<file path="src/sv/fpmd_pkg.sv">
`timescale 1ns / 1ps
// ----------------------------------------------------------------------------
// fpmd_pkg: shared types and constants of the fixed-point MAC/divide unit
// Opcodes, status codes, widths and the result-finish control bundle.
// ----------------------------------------------------------------------------
package fpmd_pkg;
	localparam int FRAC_BITS = 16;
	localparam int WORD_BITS = 32;
	localparam int FMAC_SHIFT = 15;
	localparam int FMAC_WIDTH = 16;
	localparam int NUM_LANES = 4;
	// product 64 bits, sum of four products 66, numerator shifted up to 2*WORD
	localparam int ACC_BITS = 2 * WORD_BITS + 3;
	localparam int NUM_BITS = 2 * WORD_BITS + 2;
	localparam int DEN_BITS = WORD_BITS;

	typedef enum logic [4:0] {
		OP_ABS = 5'd0, OP_MUL = 5'd1, OP_DIV = 5'd2, OP_DIVR = 5'd3, OP_RECIP = 5'd4,
		OP_SQ1 = 5'd5, OP_SQ2 = 5'd6, OP_SQ3 = 5'd7, OP_SQ4 = 5'd8,
		OP_MAC2 = 5'd9, OP_MAC3 = 5'd10, OP_MAC4 = 5'd11, OP_MULDIV = 5'd12,
		OP_MD2 = 5'd13, OP_MD3 = 5'd14, OP_MD4 = 5'd15,
		OP_FMAC2 = 5'd16, OP_FMAC3 = 5'd17, OP_FMAC4 = 5'd18
	} op_t;

	localparam logic [1:0] ST_OK = 2'd0;
	localparam logic [1:0] ST_OVF = 2'd1;
	localparam logic [1:0] ST_DIV0 = 2'd2;

	// how the merged value is finished
	typedef enum logic [1:0] {
		FIN_ZERO = 2'd0, FIN_SHIFT = 2'd1, FIN_DIV = 2'd2
	} fin_t;

	typedef struct packed {
		fin_t fin;
		logic fmac;   // shift by FMAC_SHIFT instead of FRAC_BITS
	} ctl_t;
endpackage

</file>
<file path="src/sv/fpmd_lane.sv">
`timescale 1ns / 1ps
// ----------------------------------------------------------------------------
// fpmd_lane: one multiplier lane
// Registered signed product of two operands, or zero when the lane is unused.
// ----------------------------------------------------------------------------
module fpmd_lane import fpmd_pkg::*; (
	input  logic                          clk,
	input  logic                          en,
	input  logic                          use_lane,
	input  logic signed [WORD_BITS-1:0]   a,
	input  logic signed [WORD_BITS-1:0]   b,
	output logic signed [2*WORD_BITS-1:0] prod_s1
);
	always_ff @(posedge clk) begin
		if (en) begin
			// keep the product in a signed-only expression
			if (use_lane)
				prod_s1 <= a * b;
			else
				prod_s1 <= '0;
		end
	end
endmodule

</file>
<file path="config.mk">
export PLATFORM = sky130hd
export DESIGN_NAME = fpmd_lane
export DESIGN_NICKNAME = d
export VERILOG_FILES = /design/src/sv/fpmd_pkg.sv /design/src/sv/fpmd_lane.sv
export SDC_FILE = /design/constraint.sdc
export NUM_CORES = 2
export LEC_CHECK = 0
export ABC_AREA = 1
export BUFFER_PORTS_ARGS = -buffer_cell sky130_fd_sc_hd__buf_2
export CORE_MARGIN = 4
export CORE_UTILIZATION = 50
export DETAILED_ROUTE_END_ITERATION = 6
export HOLD_SLACK_MARGIN = 0.08
export PLACE_DENSITY = 0.63
export SLEW_MARGIN = 20
export SYNTH_ARGS = -nofsm -noshare
export SYNTH_HDL_FRONTEND = slang
export SYNTH_SLANG_ARGS = --single-unit
</file>
<file path="constraint.sdc">
create_clock -name clk -period 12.1 [get_ports clk]
set_clock_uncertainty 0.05 [all_clocks]
set_input_delay 0 -clock clk [delete_from_list [all_inputs] [get_ports clk]]
set_output_delay 0 -clock clk [all_outputs]
set_load 0.01 [all_outputs]
</file>
---- Word level (Yosys, flattened, before mapping) ----
Index checks and enable logic that the tools add are counted.
word-level totals
  register bits ........................... 64
  bits in latches ......................... 0
  memory bits (writable) .................. 0
  ROM bits ................................ 0
  input bits .............................. 67
  output and inout bits ................... 64
  logic and storage cells ................. 2
  memories kept ........................... 0
operators by class
  add/subtract/negate cells ............... 0
  $mul .................................... 1
  divide/modulo/power cells ............... 0
  order comparisons ....................... 0
  equal/unequal tests ..................... 0
  shift operators ......................... 0
  mux-type cells .......................... 0
  bitwise operators ....................... 0
  reduce and logical (&&, ||, !) cells .... 0
operators by type and width
  operator          count
  $mul A32 B32 Y64  1

---- Longest topological paths before layout ----
  depth in word-level cells ............... 1
  mapped depth ............................ 32
  gate-level depth less buffers ........... 31

---- Least setup slack after synthesis ----
No wires, ideal clock.
  kind .................................... in2reg
  start point ............................. input port a[31]
  end point ............................... register prod_s1[54] (data pin)
  setup time .............................. 0.251 ns
  data arrival time ....................... 6.609 ns
  data required time ...................... 11.799 ns
  setup slack ............................. 5.190 ns
  stages on the path ...................... 26
  buffers on the path ..................... 1
  cell sequence ........................... clkbuf_1 > nand2_1 > inv_1 > fa_1 > inv_1 > fa_1 > inv_1 > fa_1 > fa_1 > inv_1 > fa_1 > inv_1 > fa_1 > inv_1 > fa_1 > fa_1 > inv_1 > ha_1 > nand2_1 > nor2_1 > nand2_1 > nor4_1 > nand2_1 > nand3_1 > and2_1 > nor2_1
between the ends
  cells in the longest elaborated chain, start to end .. 1
RTL lines
  element                 line             source
  start: declaration      fpmd_lane.sv:10  input logic signed [WORD_BITS-1:0] a,
  $mul A32 B32 Y64        fpmd_lane.sv:18  prod_s1 <= a * b;
  end signal: assignment  fpmd_lane.sv:18
  end: declaration        fpmd_lane.sv:12  output logic signed [2*WORD_BITS-1:0] prod_s1
Every way passes these cells.
A chain may end at the register's enable or synchronous reset.

---- Final worst setup path ----
  start point ............................. input port b[5]
  end point ............................... register prod_s1[57] (data pin)
between the ends
  cells in the longest elaborated chain, start to end .. 1
RTL lines
  element             line             source
  start: declaration  fpmd_lane.sv:11  input logic signed [WORD_BITS-1:0] b,
  $mul A32 B32 Y64    fpmd_lane.sv:18
Every way passes these cells.

==> impl_metrics.py <==
metrics = {
    "cts": {
        "clockBufferDepth": 2,
        "tritoncts": "yes",
        "ctsHoldBuffers": 0,
        "clock-sinks": 64,
        "numCtsBuffers": 9,
        "htree_levels": 3,
        "cts_root_buf": "clkbuf_16",
        "clk_pin_slew_ns": 0.06,
        "post-cts-setup-buffers": 0,
        "cts_resized": 0,
    },
    "sta": {
        "finalCritPeriodShare": 0.6495,
        "relSlewSlack": 0.3571,
        "setup-violations-final": 0,
        "fin_crit_ns": 7.859,
        "rsz0062_at_grt": "false",
        "tightest_slew_ns": 0.9643,
        "fmax_ghz": 0.1272,
        "maxSlewViolCount": 0,
        "finalHoldViolations": 0,
        "fin_setup_tns_ns": 0,
    },
    "logic_synthesis": {
        "yosysMostFrequentCell": "inv_1",
        "ys_types": 34,
        "avgSynthCellArea_sq_um": 7.947,
        "synth_top_area_share": 0.5307,
        "ys_top_cells_by_area": "fa_1 (53%), inv_1 (15%), nand2_1 (13%)",
        "ys.flop_type": "edfxtp_1",
        "seq_area_frac_synth": 0.04708,
        "synth-seq-cells": 64,
        "synthesis.area_sq_um": 40820,
        "synth_edf_count": 64,
        "yosysWarnings": 0,
        "syn_inst": 5136,
        "synth_area_leader_cell": "fa_1",
        "synth_fp_nets": 6469,
        "ys_async_sr_fraction": 0,
        "synth_common_cells": "inv_1 (1667), nand2_1 (1465), fa_1 (1082)",
    },
    "die": {
        "dieArea_sq_um": 86270,
        "die_x_um": 293.7,
        "fp.dieH_um": 293.7,
        "rows": 104,
        "ioPinCount": 131,
        "start_util": 0.5059,
        "coreArea_sq_um": 80680,
    },
    "final_layout": {
        "seq_area_sq_um": 1922,
        "regMostFlops": "prod_s1",
        "top_regs": "prod_s1: 64 flops",
        "areaGrowthSynthToFinish_pct": 4.065,
        "largest_reg_flops": 64,
        "multi_input_comb_area_sq_um": 31880,
        "fillers": 7803,
        "drive_gt1_frac": 0.04042,
        "fin_nets": 6424,
    },
    "grt": {
        "overflow": 0,
        "grt_pass1_wl_mm": 188.1,
        "grt_max_degree": 65,
        "track_usage": 0.2816,
        "antenna_found_initial": 10,
        "grt_pass1_vias": 34100,
    },
    "placement": {
        "gp_congestion": 0.9556,
        "hpwl_mm": 96.04,
        "io_buffers": 130,
    },
    "job": {
        "max-cap-violations": 0,
    },
    "detailed_routing": {
        "via_per_inst": 5.025,
        "drt-total-wl_mm": 114.4,
        "wl_per_cell_um": 18.56,
        "drtAntennaViolNets": 0,
        "first_pass_iters": 6,
        "vias": 30970,
        "drtIter0Drc": 2045,
        "drcViolationCount": 0,
    },
    "setup_path": {
        "arrival_ns": 7.91,
        "critPathMaxFanout": 32,
        "worstSetupPathType": "input port to flip-flop",
        "required_ns": 12.15,
        "end_kind": "flip-flop",
        "crit_path_start_kind": "input port",
    },
    "min_path": {
        "min-delay-path-class": "input port to flip-flop",
    },
    "status": {
        "status": "complete, no violations",
    },
}
cell usage in the layout (no fill, tap or decap), types with 3 or more instances in the layout:
cell type     n
nor3_2        3
or2_2         7
ha_1        184
buf_4        12
buf_2       130
nor4_1        5
nand3_2       9
o21a_1       16
nor3_1       11
clkbuf_16     9
nand4_1       8
edfxtp_1     64
inv_1      1667
a21oi_2       3
diode_2       7
a21oi_1      92
fa_1       1082
nand3b_1      9
nor2_1      175
nand2_1    1465
o21ai_1       7
nand3_1      51
nand2_2      11
o21bai_1     12
o21ai_0      32
a21o_1        3
nor2_2       11
metrics by stage:
step	area [sq um]	instances	util	hold WS (ns)	setup WS, ns
floorplan	40820	5136	-	0.06250	5.190
global placement	42130	6140	0.5222	0.3613	4.006
detailed placement	42130	6140	0.5222	0.3600	3.917
CTS	42460	6156	0.5263	0.2991	4.274
global route	42470	6160	0.5264	0.3396	3.619
finish	42480	6163	0.5265	0.2985	4.241
critical path: stages:
cell	delay [ns]
buf_2	0.54
nand2_1	0.26
inv_1	0.15
fa_1	0.39
inv_1	0.26
fa_1	0.47
inv_1	0.22
fa_1	0.49
fa_1	0.85
inv_1	0.42
fa_1	0.60
inv_1	0.05
fa_1	0.53
inv_1	0.05
fa_1	0.47
inv_1	0.05
fa_1	0.45
ha_1	0.46
nand2_1	0.15
nor2_1	0.13
inv_1	0.08
nor3_1	0.26
nand2_1	0.12
nor3_1	0.15
nand2_1	0.09
a21oi_1	0.16
nor2_1	0.06
routing by layer:
metal  global-route usage  up-vias  part of all wire
met5                    0        -           0.00036
li1                     -    14030                 -
met1               0.3792    15790              0.42
met4              0.07531        6             0.029
met2               0.4855      950              0.49
met3              0.03683      196             0.061
worst paths after layout:
kind,start,end,cells after the start
worst max-delay path,b[5],prod_s1[57],27
worst min-delay path,b[0],prod_s1[0],4
cell families (layout without fill, tap and decap cells):
logic type	count (synthesis)	in the layout	share of synthesized area
AND/OR/NAND/NOR	1772	1772	0.1709
adder cells (fa/ha/maj)	1266	1266	0.5871
XOR/XNOR	1	1	0.0002146
flip-flops	64	64	0.04708
AO/OA/AOI/OAI	167	167	0.02287
buffers and inverters	1866	1826	0.1718
other	0	7	0
final cells by class:
type                            instances  share of cell area
Clock inverter                          7            0.002415
Sequential cell                        64             0.04524
Multi-Input combinational cell       3206              0.7506
Clock buffer                            9            0.005302
Antenna cell                            7           0.0004124
Timing Repair Buffer                  142             0.01744
Tap cell                             1060             0.03122
Inverter                             1668              0.1474
Power is not shown: default switching activity piles up to over one toggle a cycle in this logic, so the estimate is an artifact.
